==> src/rtl/lpfr_pkg.sv <==
// ----------------------------------------------------------------------------
// lpfr_pkg
// Shared constants and types for the least recently used page frame
// replacement block.
// ----------------------------------------------------------------------------
package lpfr_pkg;

   localparam int FRAME_COUNT_DEF = 8;
   localparam int PAGE_BITS_DEF   = 16;

   localparam int         FIU_W     = 4;
   localparam logic [3:0] FIU_RESET = 4'd3;

   localparam int FAULT_W = 32;

   typedef enum logic [1:0] {
      ST_IDLE,
      ST_SCAN,
      ST_TOUCH
   } state_type;

endpackage

==> src/rtl/lru_page_frame_replacement.sv <==
// ----------------------------------------------------------------------------
// lru_page_frame_replacement
// Least recently used page frame replacement. Frame pages and recency ranks
// live in one synchronous memory; a sequencer scans it for a hit or the
// oldest frame, then sweeps it once more to age the ranks.
//
//   channel   ports                       handshake
//   --------  --------------------------  --------------------------------
//   request   start, busy, req_*          taken when start & !busy
//   response  rsp_valid, rsp_*            one-cycle strobe, no back-pressure
//   config    csr_write_en, csr_write_data written when csr_write_en
//
// After a transaction is taken, busy stays high through a lookup scan of up
// to n entries, n being the number of managed frames (a hit in frame k stops
// the scan there), and an update sweep that does a read-modify-write of all
// FRAME_COUNT entries on the single memory port. The response strobe comes in
// the first cycle with busy low and a new request can be taken in that same
// cycle. Reset empties all frames and needs no clearing pass. The response
// side cannot stall.
// ----------------------------------------------------------------------------
module lru_page_frame_replacement #(
   parameter int FRAME_COUNT = lpfr_pkg::FRAME_COUNT_DEF,
   parameter int PAGE_BITS   = lpfr_pkg::PAGE_BITS_DEF,
   localparam int IDX_W      = (FRAME_COUNT > 1) ? $clog2(FRAME_COUNT) : 1
) (
   input  logic                        clock,
   input  logic                        reset,
   input  logic                        start,
   output logic                        busy,
   input  logic [PAGE_BITS-1:0]        req_page_number,
   output logic                        rsp_valid,
   output logic                        rsp_hit,
   output logic [IDX_W-1:0]            rsp_frame_index,
   output logic                        rsp_evicted_valid,
   output logic [PAGE_BITS-1:0]        rsp_evicted_page,
   output logic [lpfr_pkg::FAULT_W-1:0] rsp_fault_total,
   input  logic                        csr_write_en,
   input  logic [lpfr_pkg::FIU_W-1:0]  csr_write_data
);

   localparam int RANK_W = IDX_W;
   localparam int CNT_W  = $clog2(FRAME_COUNT + 1);
   localparam int CMP_W  = (CNT_W > lpfr_pkg::FIU_W) ? CNT_W : lpfr_pkg::FIU_W;
   localparam int WORD_W = PAGE_BITS + RANK_W;
   localparam logic [RANK_W-1:0] RANK_MAX = RANK_W'(FRAME_COUNT - 1);

   lpfr_pkg::state_type state_ff, state_in;

   logic [lpfr_pkg::FIU_W-1:0]   fiu_ff;
   logic [CNT_W-1:0]             filled_ff, filled_in;
   logic [CNT_W-1:0]             n_ff, n_in;
   logic [CNT_W-1:0]             limit_ff, limit_in;
   logic [IDX_W-1:0]             cnt_ff, cnt_in;
   logic [PAGE_BITS-1:0]         page_ff, page_in;
   logic [IDX_W-1:0]             old_idx_ff, old_idx_in;
   logic [RANK_W-1:0]            old_rank_ff, old_rank_in;
   logic [PAGE_BITS-1:0]         old_page_ff, old_page_in;
   logic                         hit_ff, hit_in;
   logic [IDX_W-1:0]             frame_ff, frame_in;
   logic                         ev_valid_ff, ev_valid_in;
   logic [PAGE_BITS-1:0]         ev_page_ff, ev_page_in;
   logic [lpfr_pkg::FAULT_W-1:0] fault_ff, fault_in;
   logic                         rsp_valid_ff, rsp_valid_in;

   logic [WORD_W-1:0] mem [FRAME_COUNT];
   logic [WORD_W-1:0] mem_rd_ff;
   logic [IDX_W-1:0]  mem_ra;
   logic              mem_we;
   logic [IDX_W-1:0]  mem_wa;
   logic [WORD_W-1:0] mem_wd;

   logic [CMP_W-1:0]     fiu_ext;
   logic [CNT_W-1:0]     managed;
   logic [PAGE_BITS-1:0] rd_page;
   logic [RANK_W-1:0]    rd_rank;
   logic [RANK_W-1:0]    new_rank;
   logic                 entry_valid;
   logic                 scan_last;
   logic                 touch_last;
   logic                 take_cand;
   logic [IDX_W-1:0]     cand_idx;
   logic [RANK_W-1:0]    cand_rank;
   logic [PAGE_BITS-1:0] cand_page;

   // frame memory: page and rank per entry
   always_ff @(posedge clock) begin
      if (mem_we) begin
         mem[mem_wa] <= mem_wd;
      end
      mem_rd_ff <= mem[mem_ra];
   end

   always_ff @(posedge clock) begin
      if (reset) begin
         state_ff     <= lpfr_pkg::ST_IDLE;
         fiu_ff       <= lpfr_pkg::FIU_RESET;
         filled_ff    <= '0;
         fault_ff     <= '0;
         rsp_valid_ff <= 1'b0;
      end else begin
         state_ff     <= state_in;
         filled_ff    <= filled_in;
         fault_ff     <= fault_in;
         rsp_valid_ff <= rsp_valid_in;
         if (csr_write_en) begin
            fiu_ff <= csr_write_data;
         end
      end
   end

   always_ff @(posedge clock) begin
      n_ff        <= n_in;
      limit_ff    <= limit_in;
      cnt_ff      <= cnt_in;
      page_ff     <= page_in;
      old_idx_ff  <= old_idx_in;
      old_rank_ff <= old_rank_in;
      old_page_ff <= old_page_in;
      hit_ff      <= hit_in;
      frame_ff    <= frame_in;
      ev_valid_ff <= ev_valid_in;
      ev_page_ff  <= ev_page_in;
   end

   // managed frame count, clamped to 1..FRAME_COUNT
   always_comb begin
      fiu_ext = CMP_W'(fiu_ff);
      if (fiu_ext == '0) begin
         managed = CNT_W'(1);
      end else if (fiu_ext > CMP_W'(FRAME_COUNT)) begin
         managed = CNT_W'(FRAME_COUNT);
      end else begin
         managed = CNT_W'(fiu_ext);
      end
   end

   assign rd_page     = mem_rd_ff[WORD_W-1:RANK_W];
   assign rd_rank     = mem_rd_ff[RANK_W-1:0];
   assign entry_valid = CNT_W'(cnt_ff) < filled_ff;
   assign scan_last   = (CNT_W'(cnt_ff) + CNT_W'(1)) == n_ff;
   assign touch_last  = cnt_ff == IDX_W'(FRAME_COUNT - 1);
   assign take_cand   = (cnt_ff == '0) || (rd_rank > old_rank_ff);
   assign cand_idx    = take_cand ? cnt_ff  : old_idx_ff;
   assign cand_rank   = take_cand ? rd_rank : old_rank_ff;
   assign cand_page   = take_cand ? rd_page : old_page_ff;

   // aging of one entry during the update sweep
   always_comb begin
      if (cnt_ff == frame_ff) begin
         new_rank = '0;
      end else if (entry_valid && (CNT_W'(rd_rank) < limit_ff) && (rd_rank != RANK_MAX)) begin
         new_rank = rd_rank + RANK_W'(1);
      end else begin
         new_rank = rd_rank;
      end
   end

   always_comb begin
      state_in     = state_ff;
      filled_in    = filled_ff;
      n_in         = n_ff;
      limit_in     = limit_ff;
      cnt_in       = cnt_ff;
      page_in      = page_ff;
      old_idx_in   = old_idx_ff;
      old_rank_in  = old_rank_ff;
      old_page_in  = old_page_ff;
      hit_in       = hit_ff;
      frame_in     = frame_ff;
      ev_valid_in  = ev_valid_ff;
      ev_page_in   = ev_page_ff;
      fault_in     = fault_ff;
      rsp_valid_in = 1'b0;
      mem_ra       = '0;
      mem_we       = 1'b0;
      mem_wa       = cnt_ff;
      mem_wd       = {(cnt_ff == frame_ff) ? page_ff : rd_page, new_rank};

      case (state_ff)
         lpfr_pkg::ST_IDLE: begin
            if (start) begin
               page_in     = req_page_number;
               n_in        = managed;
               cnt_in      = '0;
               hit_in      = 1'b0;
               ev_valid_in = 1'b0;
               ev_page_in  = '0;
               state_in    = lpfr_pkg::ST_SCAN;
            end
         end
         lpfr_pkg::ST_SCAN: begin
            if (entry_valid && (rd_page == page_ff)) begin
               hit_in   = 1'b1;
               frame_in = cnt_ff;
               limit_in = CNT_W'(rd_rank);
               cnt_in   = '0;
               state_in = lpfr_pkg::ST_TOUCH;
            end else if (scan_last) begin
               if (fault_ff != '1) begin
                  fault_in = fault_ff + lpfr_pkg::FAULT_W'(1);
               end
               if (filled_ff < n_ff) begin
                  frame_in  = filled_ff[IDX_W-1:0];
                  filled_in = filled_ff + CNT_W'(1);
                  limit_in  = CNT_W'(FRAME_COUNT);
               end else begin
                  frame_in    = cand_idx;
                  ev_valid_in = 1'b1;
                  ev_page_in  = cand_page;
                  limit_in    = CNT_W'(cand_rank);
               end
               cnt_in   = '0;
               state_in = lpfr_pkg::ST_TOUCH;
            end else begin
               old_idx_in  = cand_idx;
               old_rank_in = cand_rank;
               old_page_in = cand_page;
               cnt_in      = cnt_ff + IDX_W'(1);
               mem_ra      = cnt_ff + IDX_W'(1);
            end
         end
         lpfr_pkg::ST_TOUCH: begin
            mem_we = 1'b1;
            if (touch_last) begin
               rsp_valid_in = 1'b1;
               state_in     = lpfr_pkg::ST_IDLE;
            end else begin
               cnt_in = cnt_ff + IDX_W'(1);
               mem_ra = cnt_ff + IDX_W'(1);
            end
         end
         default: begin
            state_in = lpfr_pkg::ST_IDLE;
         end
      endcase
   end

   assign busy              = state_ff != lpfr_pkg::ST_IDLE;
   assign rsp_valid         = rsp_valid_ff;
   assign rsp_hit           = hit_ff;
   assign rsp_frame_index   = frame_ff;
   assign rsp_evicted_valid = ev_valid_ff;
   assign rsp_evicted_page  = ev_page_ff;
   assign rsp_fault_total   = fault_ff;

endmodule

==> config.mk <==
export PLATFORM = sky130hd
export DESIGN_NAME = lru_page_frame_replacement
export DESIGN_NICKNAME = d
export VERILOG_FILES = /design/src/rtl/lpfr_pkg.sv /design/src/rtl/lru_page_frame_replacement.sv
export SDC_FILE = /design/constraint.sdc
export NUM_CORES = 1
export LEC_CHECK = 0
export BUFFER_PORTS_ARGS = -buffer_cell sky130_fd_sc_hd__buf_2
export CORE_MARGIN = 5
export CORE_UTILIZATION = 32
export CTS_CLUSTER_SIZE = 14
export DETAILED_ROUTE_END_ITERATION = 16
export HOLD_SLACK_MARGIN = 0.03
export PLACE_DENSITY = 0.47
export RECOVER_POWER = 50
export SKIP_CTS_REPAIR_TIMING = 1
export SLEW_MARGIN = 30
export SYNTH_ARGS = -nofsm -noshare
export SYNTH_HDL_FRONTEND = slang
export SYNTH_SLANG_ARGS = --single-unit
==> constraint.sdc <==
create_clock -name clock -period 3.25 [get_ports clock]
set_input_delay 0.4875 -clock clock [delete_from_list [all_inputs] [get_ports clock]]
set_output_delay 0.4875 -clock clock [all_outputs]
set_load 0.01 [all_outputs]
After elaboration in Yosys (flattened, before gate mapping)
Memory sizes are Yosys's and may differ from the RTL's. A register that Yosys moved wholly into a read port is not among the register bits.
Index checks and enable logic that the tools add are counted.

cells by class
  $add $sub $neg = 5
  magnitude comparators = 5
  equality and inequality tests = 16
  mux-type cells = 41
  bitwise gates (word level) = 3
  reductions and logical operators = 22

operators by type and width
  kind                                                  count
  two-way mux 16 bit                                    6
  two-way mux 3 bit                                     13
  adder 32 x 1 -> 32 bit, second input constant         1
  inequality test 32 bit, second input constant         1
  case mux 16 bit (2 select lines)                      1
  == test 16 bit                                        1
  inequality test 2 bit, second input constant          7
  two-way mux 4 bit                                     3
  AND reduction 3 bit                                   4
  two-way mux 1 bit                                     9
  case mux 3 bit (3 select lines)                       1
  less-than comparator 3 x 4 -> 1 bit                   2
  two-way mux 2 bit                                     4
  AND reduction 4 bit                                   2
  adder 3 x 1 -> 3 bit, second input constant           2
  inequality test 3 bit, second input constant          2
  case mux 2 bit (3 select lines)                       1
  case mux 3 bit (2 select lines)                       1
  nonzero test 2 bit                                    3
  AND reduction 5 bit                                   1
  adder 3 x 1 -> 4 bit, second input constant           1
  adder 4 x 1 -> 4 bit, second input constant           1
  == test 4 bit                                         1
  greater-than comparator 4 bit, second input constant  1
  other kinds (16)                                      23

word-level totals
  bits in registers = 113
  RAM bits = 152
  input bits = 24
  output and inout bits = 55
  word-level logic and storage cells = 111
  memories kept = 1

memories
  name  words  width  read ports  clocked after Yosys merged registers in  write ports  line                              source
  mem   8      19     1           1                                        1            lru_page_frame_replacement.sv:65  logic [WORD_W-1:0] mem [FRAME_COUNT];

Depth between registers and ports, before layout
  depth after elaboration = 7
  mapped depth = 12
  depth with buffers taken out = 10

Least setup slack after synthesis
Ideal clock, no wire load.

  path type = register -> register
  from = register cnt_ff[2]
  to = register ev_page_ff[0] (netlist: rsp_evicted_page[0]) (enable)
  setup time = 397 ps
  arrival = 2438 ps
  required time = 2853 ps
  setup slack = 415 ps
  stages on the path, launching flop included = 8
  path buffers = 0
  clock period less this slack = 2835 ps
  path through = edfxtp_1 ha_1 o21bai_1 nor2_2 nor2_1 inv_1 nand3_1 a21oi_1

between the ends
  longest elaborated chain between the ends = 4
  elaborated cells between the ends (all ways) = 7
  those cells by class = 1 x add/sub; 1 x order compare; 3 x eq/ne; 2 x reduce/logical

RTL lines
  item                                                                         line                                                                  source
  from (decl)                                                                  lru_page_frame_replacement.sv:53                                      logic [IDX_W-1:0] cnt_ff, cnt_in;
  from (signal assigned)                                                       lru_page_frame_replacement.sv:114                                     cnt_ff <= cnt_in;
  adder 3 x 1 -> 4 bit or less-than comparator 3 x 4 -> 1 bit (tied branches)  lru_page_frame_replacement.sv:140, lru_page_frame_replacement.sv:139
  == test 4 bit or logical AND 1 bit (tied branches)                           lru_page_frame_replacement.sv:140, lru_page_frame_replacement.sv:192
  inequality test 2 bit (no source line)                                       n/a
  AND reduction 5 bit (no source line) *                                       n/a
  to (signal assigned)                                                         lru_page_frame_replacement.sv:122                                     ev_page_ff <= ev_page_in;
  to (decl)                                                                    lru_page_frame_replacement.sv:61                                      logic [PAGE_BITS-1:0] ev_page_ff, ev_page_in;

Every way passes the cells marked *; elsewhere a longest branch is shown, timed or not.
A chain may end at the register's enable or synchronous reset.

Final worst setup path
  from = register cnt_ff[0]
  to = register mem_rd_ff[1] (read register of mem)

between the ends
  longest elaborated chain between the ends = 5
  elaborated cells between the ends (all ways) = 10
  those cells by class = 2 x add/sub; 1 x order compare; 2 x eq/ne; 4 x mux; 1 x reduce/logical

RTL lines
  item                               line                               source
  adder 3 x 1 -> 4 bit               lru_page_frame_replacement.sv:140  assign scan_last = (CNT_W'(cnt_ff) + CNT_W'(1)) == n_ff;
  == test 4 bit                      lru_page_frame_replacement.sv:140
  two-way mux 3 bit                  lru_page_frame_replacement.sv:198  end else if (scan_last) begin
  two-way mux 3 bit                  lru_page_frame_replacement.sv:192  if (entry_valid && (rd_page == page_ff)) begin
  case mux 3 bit (2 select lines) *  lru_page_frame_replacement.sv:179  case (state_ff)
  to (decl)                          lru_page_frame_replacement.sv:66   logic [WORD_W-1:0] mem_rd_ff;

Marks and branches as above.

==> qor.yml <==
track_usage_pct: 13.6
nFillCells: 3566
die_h_um: 203
syn_inst: 860
rsz0062_at_grt: "false"
drcViolationCount: 0
outcome: "finished, violations left"
synth_nets: 906
clk_latency_ns: 0.57
max_slew.worst_pin.slew_ns: 1.63
core_area_mm2: 0.0366
setup_violations: 0
routed_wl_um: 28600
syn_to_final_growth_pct: 17.5
syn_area_mm2: 0.0119
cts_buffers: 31
hold_viol: 0
wl_per_cell_um: 19.5
via_per_inst: 4.90
hp-class: "primary input to flip-flop"
clock_path_buffers: 3
cp.required_ns: 3.72
final_nets: 1017
seq_area_frac_synth_pct: 66.6
min_period_ns: 2.93
drt_pass1_iterations: 4
irDropWorstVdd_uv: 434
synth_top_family_by_area: "simple AND/OR/NAND/NOR gates"
dieArea_mm2: 0.0411
gp_congestion: 0.768
finalCritPeriodShare_pct: 90.2
cap_violations: 4
port_buffers: 78
grt_start_max_net_pins: 40
setup_tns_ns: 0
htree_num_levels: 1
worst-path-max-fanout: 18
clock_sinks: 284
cts_root_buf: "clkbuf_16"
worstSetupStartpointType: "flip-flop"
rows: 70
synth_compound_area_share_pct: 7.68
antenna_cells: 0
crit_type: "flip-flop to flip-flop"
ys_types: 55
p_per_area_mw_per_mm2: 929
num_vias: 7167
drtIter0Drc: 277
pin_count: 79
drv_slew: 80
antenna_found_initial: 0
max_freq_mhz: 341
slew_headroom_pct: -8.93
synth.area.mux_share_pct: 5.95
synthArstFlopShare_pct: 0
grt_pass1_vias: 7304
synth_adder_area_share_pct: 2.32
synth_simple_gate_area_share_pct: 10.9
cp.arrival_ns: 3.40
grt_pass1_wl_um: 44400
final.setup_skew_ns: 0.0107
synth_ff_type: "edfxtp_1"
synth_edf_count: 222
preCtsSetupSlack_ns: 0.315
syn_avg_cell_area_um2: 13.8
cts_tree: "done"
p_leak_nw: 4.76
violations: "max-capacitance violations, max-slew violations"
cp-end-kind: "flip-flop"
start_util_pct: 32.4
antenna_left: 0
die_x_um: 203
synth_xor_area_share_pct: 3.97
yosys_warnings: 0
hpwl_um: 18400
cts.clk_slew.worst_paths_ns: 0.06
fin_ws_ns: 0.319
drive_above_1_share_pct: 15.2
ys_ff_latch: 284
gr-total-overflow: 0
## worst max-delay path, cell delays in order, from the launching register on
cell and delay [ns]:
edfxtp_1 0.45, buf_4 0.19, inv_1 0.09, ha_1 0.26, xnor2_1 0.17, o2111a_4 0.19, o41ai_1 0.43, a21oi_2 0.09
clkinv_2 0.27, buf_4 0.20, o221ai_1 0.10, and3_1 0.18, a221oi_1 0.21
## cells by family after synthesis
logic type,after synthesis
AO/OA/AOI/OAI,106
XOR/XNOR,53
adder cells (fa/ha/maj),22
buffers and inverters,65
flip-flops,284
multiplexers,68
AND/OR/NAND/NOR,262
## Yosys cell counts (all sizes together), types with 16 or more instances
cell | count | area (µm²)
a21oi | 17 | 85.1
a221oi | 19 | 229
and2 | 19 | 119
and3 | 24 | 150
buf | 18 | 125
clkbuf | 23 | 86.3
dfxtp | 62 | 1240
edfxtp | 222 | 6670
ha | 22 | 275
inv | 23 | 86.3
mux2 | 21 | 236
mux2i | 47 | 470
nand2 | 75 | 282
nand3 | 16 | 80.1
nor2 | 65 | 251
nor4 | 16 | 100
o221ai | 38 | 333
xnor2 | 31 | 272
xor2 | 22 | 200
## sequential cells by signal, summed over array words and instances, names as in the netlist, 16 cells and up
signal and flops:
old_page_ff 16, rsp_evicted_page 16, rsp_fault_total 32, page_ff 16, mem 152, mem_rd_ff 19
## placed cells by master, fill, tap and decap left out, types with 14 or more instances in the layout
master	n
nor4_1	15
nand3_1	16
nor2_1	56
and2_1	18
clkbuf_1	77
nand2_1	75
buf_2	22
mux2i_1	47
ha_1	22
a21oi_1	14
buf_4	27
mux2_2	21
dfxtp_1	62
clkbuf_16	31
edfxtp_1	222
o221ai_1	38
xor2_1	21
and3_1	24
inv_1	22
xnor2_1	31
## per-layer routing
layer | GRT usage [%] | routed length [µm] | up-vias
met5 | 0 | 0 | -
met4 | 3.30 | 667 | 0
met3 | 2.22 | 950 | 47
met2 | 22.6 | 13600 | 114
met1 | 18.9 | 13400 | 3537
li1 | - | - | 3469
## area by class of cell
cell class | instances | area (µm²) | area share, %
Clock buffer | 48 | 910 | 6.52
Clock inverter | 9 | 128 | 0.915
Inverter | 24 | 91.3 | 0.655
Multi-Input combinational cell | 511 | 3700 | 26.5
Sequential cell | 284 | 7910 | 56.7
Tap cell | 468 | 586 | 4.20
Timing Repair Buffer | 119 | 624 | 4.48
## path summary, 6_finish.rpt
kind	startpoint	to	slack (ns)	cells after the start
worst max-delay path	cnt_ff[0]	mem_rd_ff[1]	0.32	12
worst min-delay path	req_page_number[15]	page_ff[15]	0.1	1
worst min register to register	rsp_fault_total[14]	rsp_fault_total[14]	0.50	2
worst max register to register	cnt_ff[0]	mem_rd_ff[1]	0.32	12
## metrics by stage
stage	instances	power (mW)	utilization [%]	instance area (µm²)	hold WS, ns
2_1_floorplan	860	8.13	-	11900	0.476
3_3_place_gp	1406	9.58	35.6	13000	0.478
3_5_place_dp	1406	9.62	35.6	13000	0.487
4_1_cts	1463	13.2	38.4	14100	0.0616
5_1_grt	1463	13.7	38.1	13900	0.0713
6_report	1463	13.0	38.1	13900	0.0969
## report_power, final
| part | internal (mW) | switching, mW |
|---|---|---|
| Clock | 2.15 | 1.41 |
| Combinational | 1.43 | 2.40 |
| Sequential | 5.20 | 0.377 |
Note: power is estimated with default switching activity, not from simulation.
